===== config.mk =====
export PLATFORM = sky130hd
export DESIGN_NAME = mppc_cell
export DESIGN_NICKNAME = d
export VERILOG_FILES = /design/src/rtl/mppc_pkg.sv /design/src/rtl/mppc_cell.sv
export SDC_FILE = /design/constraint.sdc
export NUM_CORES = 2
export LEC_CHECK = 0
export BUFFER_PORTS_ARGS = -buffer_cell sky130_fd_sc_hd__buf_2
export CAP_MARGIN = 30
export CELL_PAD_IN_SITES_DETAIL_PLACEMENT = 1
export CELL_PAD_IN_SITES_GLOBAL_PLACEMENT = 1
export CORE_UTILIZATION = 45
export CTS_CLUSTER_SIZE = 12
export DETAILED_ROUTE_END_ITERATION = 12
export PLACE_DENSITY_LB_ADDON = 0.1
export SLEW_MARGIN = 20
export SYNTH_ARGS = -nofsm -noshare
export SYNTH_HDL_FRONTEND = slang
export SYNTH_SLANG_ARGS = --single-unit
export TNS_END_PERCENT = 50

===== constraint.sdc =====
create_clock -name i_clk -period 10.6 [get_ports i_clk]
set_input_delay 1.59 -clock i_clk [delete_from_list [all_inputs] [get_ports i_clk]]
set_output_delay 1.59 -clock i_clk [all_outputs]
set_load 0.01 [all_outputs]

===== src/rtl/mppc_pkg.sv =====
// Shared types, constants and helpers for the multi-plane polygon clipper.
// Used by mppc_cell and multi_plane_polygon_clip_core; no dependencies.
`default_nettype none

package mppc_pkg;

    localparam int COORD_BITS = 16;
    localparam int NUM_W      = 16;                 // normal / offset field width
    localparam int OFF_SHIFT  = 14;                 // offset Q8.8 -> distance scale
    localparam int DIST_W     = COORD_BITS + 18;    // exact signed distance
    localparam int ALPHA_W    = 16;
    localparam int PLANE_W    = 48;
    localparam int PCOUNT_W   = 3;
    localparam int CFG_IDX_W  = 3;
    localparam int CFG_DATA_W = 48;
    localparam int DIV_IT_W   = 4;

    typedef logic [CFG_IDX_W-1:0] t_cfg_idx;
    localparam t_cfg_idx CFG_PLANE_COUNT = 3'd0;
    localparam t_cfg_idx CFG_PLANE_ZERO  = 3'd1;
    localparam t_cfg_idx CFG_PLANE_ONE   = 3'd2;
    localparam t_cfg_idx CFG_PLANE_TWO   = 3'd3;
    localparam t_cfg_idx CFG_PLANE_THREE = 3'd4;

    typedef struct packed {
        logic signed [COORD_BITS-1:0] vert_x;
        logic signed [COORD_BITS-1:0] vert_y;
        logic                         final_vertex;
    } t_in_item;

    typedef struct packed {
        logic signed [COORD_BITS-1:0] out_x;
        logic signed [COORD_BITS-1:0] out_y;
        logic                         is_vertex;
        logic                         end_of_polygon;
        logic                         too_many;
    } t_out_item;

    // Token handed from cell to cell: a vertex, or the end-of-polygon sweep.
    typedef struct packed {
        logic signed [COORD_BITS-1:0] x;
        logic signed [COORD_BITS-1:0] y;
        logic                         fin;
    } t_tok;

    typedef enum logic [3:0] {
        C_IDLE, C_PASS, C_D1, C_D2, C_DECIDE, C_DIV, C_MX, C_MY,
        C_EMIT_X, C_KEEP, C_EMIT_V, C_FIN_FWD
    } t_cell_st;

    typedef enum logic [2:0] {
        T_IDLE, T_VTX, T_FIN, T_WAIT_FIN, T_DRAIN
    } t_top_st;

    function automatic logic f_opposite(input logic signed [DIST_W-1:0] a,
                                        input logic signed [DIST_W-1:0] b);
        logic a_neg, a_pos, b_neg, b_pos;
        a_neg = a[DIST_W-1];
        b_neg = b[DIST_W-1];
        a_pos = !a_neg && (a != '0);
        b_pos = !b_neg && (b != '0);
        return (a_neg && b_pos) || (a_pos && b_neg);
    endfunction

    function automatic logic [DIST_W-1:0] f_abs(input logic signed [DIST_W-1:0] a);
        logic [DIST_W-1:0] r;
        r = a[DIST_W-1] ? DIST_W'(-a) : DIST_W'(a);
        return r;
    endfunction

endpackage

`default_nettype wire


===== src/rtl/mppc_cell.sv =====
// One clipping cell: holds the per-plane state, computes distances, divides
// for alpha, interpolates crossings and hands tokens to the next cell.
// Depends on mppc_pkg.
`default_nettype none

module mppc_cell #(
    parameter int MAX_VERTICES = 64
) (
    input  wire logic                             i_clk,
    input  wire logic                             i_rst_n,
    input  wire logic                             i_en,
    input  wire logic [mppc_pkg::PLANE_W-1:0]     i_plane,
    input  wire logic                             i_in_valid,
    input  wire mppc_pkg::t_tok                   i_in_tok,
    output logic                                  o_in_ready,
    input  wire logic                             i_down_idle,
    output logic                                  o_out_valid,
    output mppc_pkg::t_tok                        o_out_tok,
    input  wire logic                             i_out_ready,
    output logic                                  o_idle,
    output logic                                  o_ovf_evt
);

    localparam int CW  = mppc_pkg::COORD_BITS;
    localparam int DW  = mppc_pkg::DIST_W;
    localparam int NW  = mppc_pkg::NUM_W;
    localparam int AW  = mppc_pkg::ALPHA_W;
    localparam int CNT_W = $clog2(MAX_VERTICES + 2);

    mppc_pkg::t_cell_st r_st, n_st;

    logic signed [CW-1:0] r_x, r_y, r_fx, r_fy, r_px, r_py;
    logic signed [CW-1:0] r_ax, r_ay, r_bx, r_by, r_cx, r_cy;
    logic                 r_fin;
    logic signed [DW-1:0] r_fd, r_pd, r_acc, r_d;
    logic [DW:0]          r_rem, r_den;
    logic [AW-1:0]        r_q;
    logic [mppc_pkg::DIV_IT_W-1:0] r_it;
    logic                 r_seen;
    logic [CNT_W-1:0]     r_cnt;

    logic signed [NW-1:0]    w_nx, w_ny, w_off;
    logic signed [NW+CW-1:0] w_mul_a, w_mul_b;
    logic signed [DW-1:0]    w_off_ext, w_d;
    logic [DW+1:0]           w_rem2;
    logic                    w_ge;
    logic signed [CW:0]      w_diff;
    logic signed [2*CW+1:0]  w_prod;
    logic signed [CW-1:0]    w_lerp;
    logic                    in_acc, out_acc;
    logic [CNT_W-1:0]        w_cnt_inc;
    logic                    w_fin_cross, w_vtx_cross;

    assign w_nx  = i_plane[47:32];
    assign w_ny  = i_plane[31:16];
    assign w_off = i_plane[15:0];

    assign w_mul_a   = w_nx * r_x;
    assign w_mul_b   = w_ny * r_y;
    assign w_off_ext = {{(DW-NW-mppc_pkg::OFF_SHIFT){w_off[NW-1]}}, w_off,
                        {mppc_pkg::OFF_SHIFT{1'b0}}};
    assign w_d       = r_acc + DW'(w_mul_b) + w_off_ext;

    assign w_rem2 = {r_rem, 1'b0};
    assign w_ge   = w_rem2 >= {1'b0, r_den};

    // Crossing = B + floor(alpha * (A - B) / 2^16).
    assign w_diff = (r_st == mppc_pkg::C_MX) ? ((CW+1)'(r_ax) - (CW+1)'(r_bx))
                                             : ((CW+1)'(r_ay) - (CW+1)'(r_by));
    assign w_prod = $signed({1'b0, r_q}) * w_diff;
    assign w_lerp = ((r_st == mppc_pkg::C_MX) ? r_bx : r_by) + w_prod[CW+AW-1:AW];

    assign w_fin_cross = r_seen && mppc_pkg::f_opposite(r_pd, r_fd);
    assign w_vtx_cross = r_seen && mppc_pkg::f_opposite(r_pd, r_d);

    assign o_idle     = (r_st == mppc_pkg::C_IDLE);
    assign o_in_ready = o_idle && i_down_idle;
    assign in_acc     = i_in_valid && o_in_ready;
    assign out_acc    = o_out_valid && i_out_ready;

    assign w_cnt_inc = (r_cnt <= CNT_W'(MAX_VERTICES)) ? r_cnt + 1'b1 : r_cnt;
    assign o_ovf_evt = out_acc && ((r_st == mppc_pkg::C_EMIT_X) ||
                       (r_st == mppc_pkg::C_EMIT_V)) && (w_cnt_inc > CNT_W'(MAX_VERTICES));

    always_comb begin
        n_st        = r_st;
        o_out_valid = 1'b0;
        o_out_tok   = '{x: r_x, y: r_y, fin: r_fin};
        case (r_st)
            mppc_pkg::C_IDLE: begin
                if (in_acc) begin
                    if (!i_en) begin
                        n_st = mppc_pkg::C_PASS;
                    end else if (i_in_tok.fin) begin
                        n_st = w_fin_cross ? mppc_pkg::C_DIV : mppc_pkg::C_FIN_FWD;
                    end else begin
                        n_st = mppc_pkg::C_D1;
                    end
                end
            end
            mppc_pkg::C_PASS: begin
                o_out_valid = 1'b1;
                if (out_acc) n_st = mppc_pkg::C_IDLE;
            end
            mppc_pkg::C_D1:     n_st = mppc_pkg::C_D2;
            mppc_pkg::C_D2:     n_st = mppc_pkg::C_DECIDE;
            mppc_pkg::C_DECIDE: n_st = w_vtx_cross ? mppc_pkg::C_DIV : mppc_pkg::C_KEEP;
            mppc_pkg::C_DIV: begin
                if (r_it == '1) n_st = mppc_pkg::C_MX;
            end
            mppc_pkg::C_MX:     n_st = mppc_pkg::C_MY;
            mppc_pkg::C_MY:     n_st = mppc_pkg::C_EMIT_X;
            mppc_pkg::C_EMIT_X: begin
                o_out_valid = 1'b1;
                o_out_tok   = '{x: r_cx, y: r_cy, fin: 1'b0};
                if (out_acc) n_st = r_fin ? mppc_pkg::C_FIN_FWD : mppc_pkg::C_KEEP;
            end
            mppc_pkg::C_KEEP: begin
                n_st = r_d[DW-1] ? mppc_pkg::C_IDLE : mppc_pkg::C_EMIT_V;
            end
            mppc_pkg::C_EMIT_V: begin
                o_out_valid = 1'b1;
                o_out_tok   = '{x: r_x, y: r_y, fin: 1'b0};
                if (out_acc) n_st = mppc_pkg::C_IDLE;
            end
            mppc_pkg::C_FIN_FWD: begin
                o_out_valid = 1'b1;
                o_out_tok   = '{x: '0, y: '0, fin: 1'b1};
                if (out_acc) n_st = mppc_pkg::C_IDLE;
            end
            default: n_st = mppc_pkg::C_IDLE;
        endcase
    end

    always_ff @(posedge i_clk) begin
        if (!i_rst_n) begin
            r_st   <= mppc_pkg::C_IDLE;
            r_seen <= 1'b0;
            r_cnt  <= '0;
        end else begin
            r_st <= n_st;
            if (r_st == mppc_pkg::C_DECIDE) r_seen <= 1'b1;
            if (out_acc && ((r_st == mppc_pkg::C_EMIT_X) || (r_st == mppc_pkg::C_EMIT_V)))
                r_cnt <= w_cnt_inc;
            // end of polygon: drop the stage state
            if (out_acc && (r_st == mppc_pkg::C_FIN_FWD)) begin
                r_seen <= 1'b0;
                r_cnt  <= '0;
            end
        end
    end

    always_ff @(posedge i_clk) begin
        case (r_st)
            mppc_pkg::C_IDLE: begin
                if (in_acc) begin
                    r_x   <= i_in_tok.x;
                    r_y   <= i_in_tok.y;
                    r_fin <= i_in_tok.fin;
                    // closing edge: prev -> first
                    r_ax  <= r_px;
                    r_ay  <= r_py;
                    r_bx  <= r_fx;
                    r_by  <= r_fy;
                    r_rem <= {1'b0, mppc_pkg::f_abs(r_fd)};
                    r_den <= {1'b0, mppc_pkg::f_abs(r_pd)} + {1'b0, mppc_pkg::f_abs(r_fd)};
                    r_it  <= '0;
                end
            end
            mppc_pkg::C_D1: r_acc <= DW'(w_mul_a);
            mppc_pkg::C_D2: r_d   <= w_d;
            mppc_pkg::C_DECIDE: begin
                if (!r_seen) begin
                    r_fx <= r_x;
                    r_fy <= r_y;
                    r_fd <= r_d;
                end
                r_ax  <= r_px;
                r_ay  <= r_py;
                r_bx  <= r_x;
                r_by  <= r_y;
                r_rem <= {1'b0, mppc_pkg::f_abs(r_d)};
                r_den <= {1'b0, mppc_pkg::f_abs(r_pd)} + {1'b0, mppc_pkg::f_abs(r_d)};
                r_it  <= '0;
            end
            mppc_pkg::C_DIV: begin
                r_rem <= w_ge ? (DW+1)'(w_rem2 - {1'b0, r_den}) : (DW+1)'(w_rem2);
                r_q   <= {r_q[AW-2:0], w_ge};
                r_it  <= r_it + 1'b1;
            end
            mppc_pkg::C_MX: r_cx <= w_lerp;
            mppc_pkg::C_MY: r_cy <= w_lerp;
            mppc_pkg::C_KEEP: begin
                r_px <= r_x;
                r_py <= r_y;
                r_pd <= r_d;
            end
            default: ;
        endcase
    end

endmodule

`default_nettype wire


; ---- Word-level counts from Yosys, hierarchy flattened
; Index checks and enable logic that the tools add are counted.
[totals]
reg_bits = 429
input_bits = 87
out_inout_bits = 37
word_cells = 130
[classes]
add_sub_neg = 13
mul = 3
magnitude_cmp = 3
n_eq_ne = 16
mux = 34
n_bitwise = 2
n_reduce_logical = 35
[ops]
columns = op, count
row1 = $pmux W16 S2, 4
row2 = $mux W35, 3
row3 = $pmux W35 S3, 1
row4 = $mux W34, 3
row5 = $neg A34 Y34, 3
row6 = $reduce_bool A34 Y1, 3
row7 = $pmux W33 S3, 1
row8 = $mux W16, 5
row9 = $add A34 B34 Y35, 2
row10 = $pmux W35 S2, 1
row11 = $mul A16 B16 Y32, 2
row12 = $mux W4, 10
row13 = $pmux W4 S10, 1
row14 = $ge A36 B35 Y1, 1
row15 = $sub A35 B35 Y35, 1
row16 = $add A33 B30 Y34, 1
row17 = $sub A16 B16 Y17, 2
row18 = $add A32 B32 Y33, 1
row19 = $mul A17 B17 Y32, 1
row20 = $eq A4 B4 Y1 const B, 5
row21 = $mux W17, 1
row22 = $add A16 B16 Y16, 1
row23 = $eq A4 B3 Y1 const B, 4
row24 = $logic_and A1 B1 Y1, 15
row25 = other kinds (23), 34

; ---- Logic depth before layout (Yosys ltp)
[logic_depth]
depth_word = 10
mapped_depth = 47
mapped_depth_nobuf = 47

; ---- Least setup slack after synthesis
; OpenSTA, ideal clock, no wires.
[synth_timing]
path_type = register to register
from = register r_bx[1]
to = register r_cx[15] (data pin)
setup_ns = 0.264
arrival_time_ns = 9.718
required_ns = 10.336
setup_slack_ns = 0.618
path_stages_with_launch = 43
path_buffers = 1
synth_period_minus_slack_ns = 9.982
path_cell_list = edfxtp_1 inv_1 ha_1 nor2b_1 o21ai_0 a21boi_0 nor4_1 o211ai_1 a31oi_1 or4b_2 a31oi_1 a211o_1 clkbuf_1 nand2_1 fa_1 fa_1 inv_1 fa_1 [... 7 more ...] nor2_1 nand2_1 nor4_1 o311ai_0 o21ai_0 and2_1 nor2_1 ha_1 nand3_1 nand2_1 a211oi_1 a221oi_1 a2111oi_0 o21bai_1 a21oi_1 xnor2_1 xnor2_1 xnor2_1
[synth_via]
elab_chain_cells = 4
word_cells_on_any_way = 5
cone_classes = add/sub: 2 / mul: 1 / mux: 2
[synth_rtl]
columns = item, line_no
row1 = "start, declared", mppc_cell.sv:33  ; logic signed [CW-1:0] r_ax, r_ay, r_bx, r_by, r_cx, r_cy;
row2 = "start signal, assigned", mppc_cell.sv:163  ; r_bx <= r_fx;
row3 = "start signal, assigned", mppc_cell.sv:180  ; r_bx <= r_x;
row4 = $sub A16 B16 Y17, mppc_cell.sv:68  ; assign w_diff = (r_st == mppc_pkg::C_MX) ? ((CW+1)'(r_ax) - (CW+1)'(r_bx))
row5 = $mux W17, mppc_cell.sv:68
row6 = $mul A17 B17 Y32, mppc_cell.sv:70  ; assign w_prod = $signed({1'b0, r_q}) * w_diff;
row7 = $add A16 B16 Y16 *, mppc_cell.sv:71  ; assign w_lerp = ((r_st == mppc_pkg::C_MX) ? r_bx : r_by) + w_prod[CW+AW-1:AW];
row8 = via w_lerp[15], mppc_cell.sv:49  ; logic signed [CW-1:0] w_lerp;
row9 = "end signal, assigned", mppc_cell.sv:191  ; mppc_pkg::C_MX: r_cx <= w_lerp;
row10 = "end, declared", mppc_cell.sv:33
; The timed path passes the listed nets; every way through them passes the cells marked *.
; A chain may end at the register's enable or synchronous reset.

; ---- Final worst setup path
[layout_timing]
from = register r_ax[1]
to = register r_cx[15] (data pin)
[layout_via]
elab_chain_cells = 4
[layout_rtl]
columns = item, line_no
row1 = "start, declared", mppc_cell.sv:33
row2 = "start signal, assigned", mppc_cell.sv:161  ; r_ax <= r_px;
row3 = "start signal, assigned", mppc_cell.sv:178  ; r_ax <= r_px;
row4 = $sub A16 B16 Y17, mppc_cell.sv:68
row5 = $mux W17, mppc_cell.sv:68
row6 = $mul A17 B17 Y32, mppc_cell.sv:70
row7 = $add A16 B16 Y16, mppc_cell.sv:71
row8 = via w_lerp[15], mppc_cell.sv:49
; The timed path passes the listed nets, and every way through them passes these cells.

==> results.toml <==
[drt]
dr.first_iter.drc_count = 1917
first_pass_iters = 5
vias = 38268
drc_errors = 0
antenna_left = 0
wl_um = 151000
viasPerCell = 5.32
post_drt_wl_per_cell_um = 21.0

[worst_hold_path]
hold_path.class = "reg -> reg"
min-delay-start = "r_py[1]"

[synthesis]
yosysSeqAreaShare = 0.238
ys_ff_latch = 429
synth-main-ff-cell = "edfxtp_1"
ys_warn_count = 0
synth_area_um2 = 53500
syn_avg_cell_area_um2 = 9.80
syn_inst = 5465
synth_nets = 6780
synthDistinctLibCells = 79
synth-edff-count = 417
async_flop_share = 0

[layout]
nFillCells = 13221
nets = 6933
drive_gt1_frac = 0.0776
mostFrequentLayoutCells = "inv_1, fa_1, nand2_1"
final_common_cell = "inv_1"
areaGrowthSynthToFinish_pct = 9.43

[floorplanning]
dieArea_um2 = 120000
die_h_um = 347
rows = 126
core_um2 = 118000
start_util = 0.454
io_pins = 124
die_x_um = 347

[worst_setup_path]
cp_max_fo = 6
start_kind = "flop"
critPathRequiredTime_ns = 11.01
criticalPathCategory = "reg -> reg"
critPathBufInv = 7
r2r_start = "r_ax[1]"
slowest_stage = "fa_1"
crit_family = "adder cells"
arrival_ns = 10.42
max_stage_delay_ns = 0.55
crit_top_cell = "fa_1"
end_kind = "flop"
critPathLaunch = "r_ax[1]"

[sta]
fin_skew_ns = 0.0533
fin_crit_ns = 10.01
finalHoldViolations = 0
worstMarginPinSlew_ns = 0.997
max_slew_margin = 0.335
final.period_utilization = 0.944
clock.fmax_ghz = 0.0999
slew_viol_final = 0
setup_slack_ns = 0.595
setup_violations = 0

[cts]
cts_max_level = 2
cts_setup_buffers = 0
cts-root-buf = "clkbuf_16"
clkSinkCount = 429
cts_buffers = 53
clockBufferDepth = 3
cts_hold_buf = 0
cts_tree = "yes"
clk_latency_ns = 0.66
cts.clk_slew.worst_paths_ns = 0.07

[global_routing]
grt_usage = 0.257
grt_pass1_vias = 41933
antenna_found_initial = 3
grt_pass1_wl_um = 241000
grt-ovfl-total = 0
grt_max_degree = 81

[placement]
dp_hpwl_um = 121000
post-place-ws_ns = -0.541
gp_congestion = 0.863
port_buffers = 123

[flow_run]
drv_cap = 0

[outcome]
status = "complete, no violations"
==> Yosys cell counts (78+ instances only) <==
cell / count / share of area
xnor2_1: 197 / 0.032
a21o_1: 85 / 0.012
and2_1: 320 / 0.037
xor2_1: 78 / 0.013
nor2_1: 214 / 0.015
edfxtp_1: 417 / 0.23
a21oi_1: 183 / 0.017
o21ai_0: 171 / 0.016
nand2_1: 683 / 0.048
clkbuf_1: 165 / 0.012
fa_1: 797 / 0.30
ha_1: 431 / 0.10
inv_1: 1068 / 0.075
==> kinds of logic after synthesis <==
family | count (synthesis) | share of synthesized area
AND/OR/NAND/NOR | 1526 | 0.136
buffers and inverters | 1249 | 0.0883
adder cells (fa/ha/maj) | 1228 | 0.399
AO/OA/AOI/OAI | 733 | 0.0886
flip-flops | 429 | 0.238
XOR/XNOR | 275 | 0.0450
multiplexers | 25 | 0.00477
==> worst register-to-register path: cells and delay by family, from the launching register on <==
kind                       cells  cell delay, ns
buffers and inverters          7            0.81
xor gates and xnor gates       4            0.54
and+or+nand+nor                9            1.78
adders and majority gates      9            4.00
AOI/OAI and AO/OA             13            2.25
DFF                            1            0.41
==> stage by stage <==
step | hold slack [ns] | instances | setup TNS [ns] | util | area [µm²]
2_1_floorplan | 0.400 | 5465 | 0 | - | 53500
3_3_place_gp | 0.400 | 7096 | -0.679 | 0.480 | 56700
3_5_place_dp | 0.406 | 7097 | -1.85 | 0.481 | 56700
4_1_cts | 0.367 | 7191 | 0 | 0.495 | 58400
5_1_grt | 0.385 | 7194 | -0.0493 | 0.497 | 58600
6_report | 0.383 | 7197 | 0 | 0.497 | 58600
==> metal layers <==
| metal | wire [µm] | share of wire | global-route usage |
|---|---|---|---|
| met1 | 69400 | 0.46 | 0.360 |
| met2 | 72900 | 0.48 | 0.433 |
| met3 | 5680 | 0.038 | 0.0243 |
| met4 | 3030 | 0.020 | 0.0564 |
| met5 | 13 | 0.000086 | 0 |
==> final timing paths <==
kind | to | slack, ns | depth (start not counted)
setup / recovery | r_cx[15] | 0.59 | 42
hold / removal | r_ay[1] | 0.38 | 0
setup reg to reg | r_cx[15] | 0.59 | 42
hold reg to reg | r_ay[1] | 0.38 | 0
==> final cells by class <==
class / instances / area [µm²] / share of cell area
repair buffers: 278 / 1860 / 0.0318
clock buffers: 60 / 1370 / 0.0235
well taps: 1536 / 1920 / 0.0328
clock inverters: 34 / 330 / 0.00564
flip-flops and latches: 429 / 12800 / 0.218
multi-input cells: 3787 / 36300 / 0.620
inverters: 1069 / 4010 / 0.0685
diodes: 4 / 10.0 / 0.000171
==> state kept, by name (all words and copies together) (netlist names), 32 cells and up <==
register,cells
r_den,35
r_rem,35
r_d,34
r_fd,34
r_pd,34
r_acc,32
==> timing repair <==
item                       4_1_cts  5_1_grt
setup endpoints to repair        8       12
resized for setup                4       42
pin swaps                        0       20
Power is left out: the tool's default activity adds up to more than one toggle a clock period on the data nets, which glitch-free logic cannot reach.
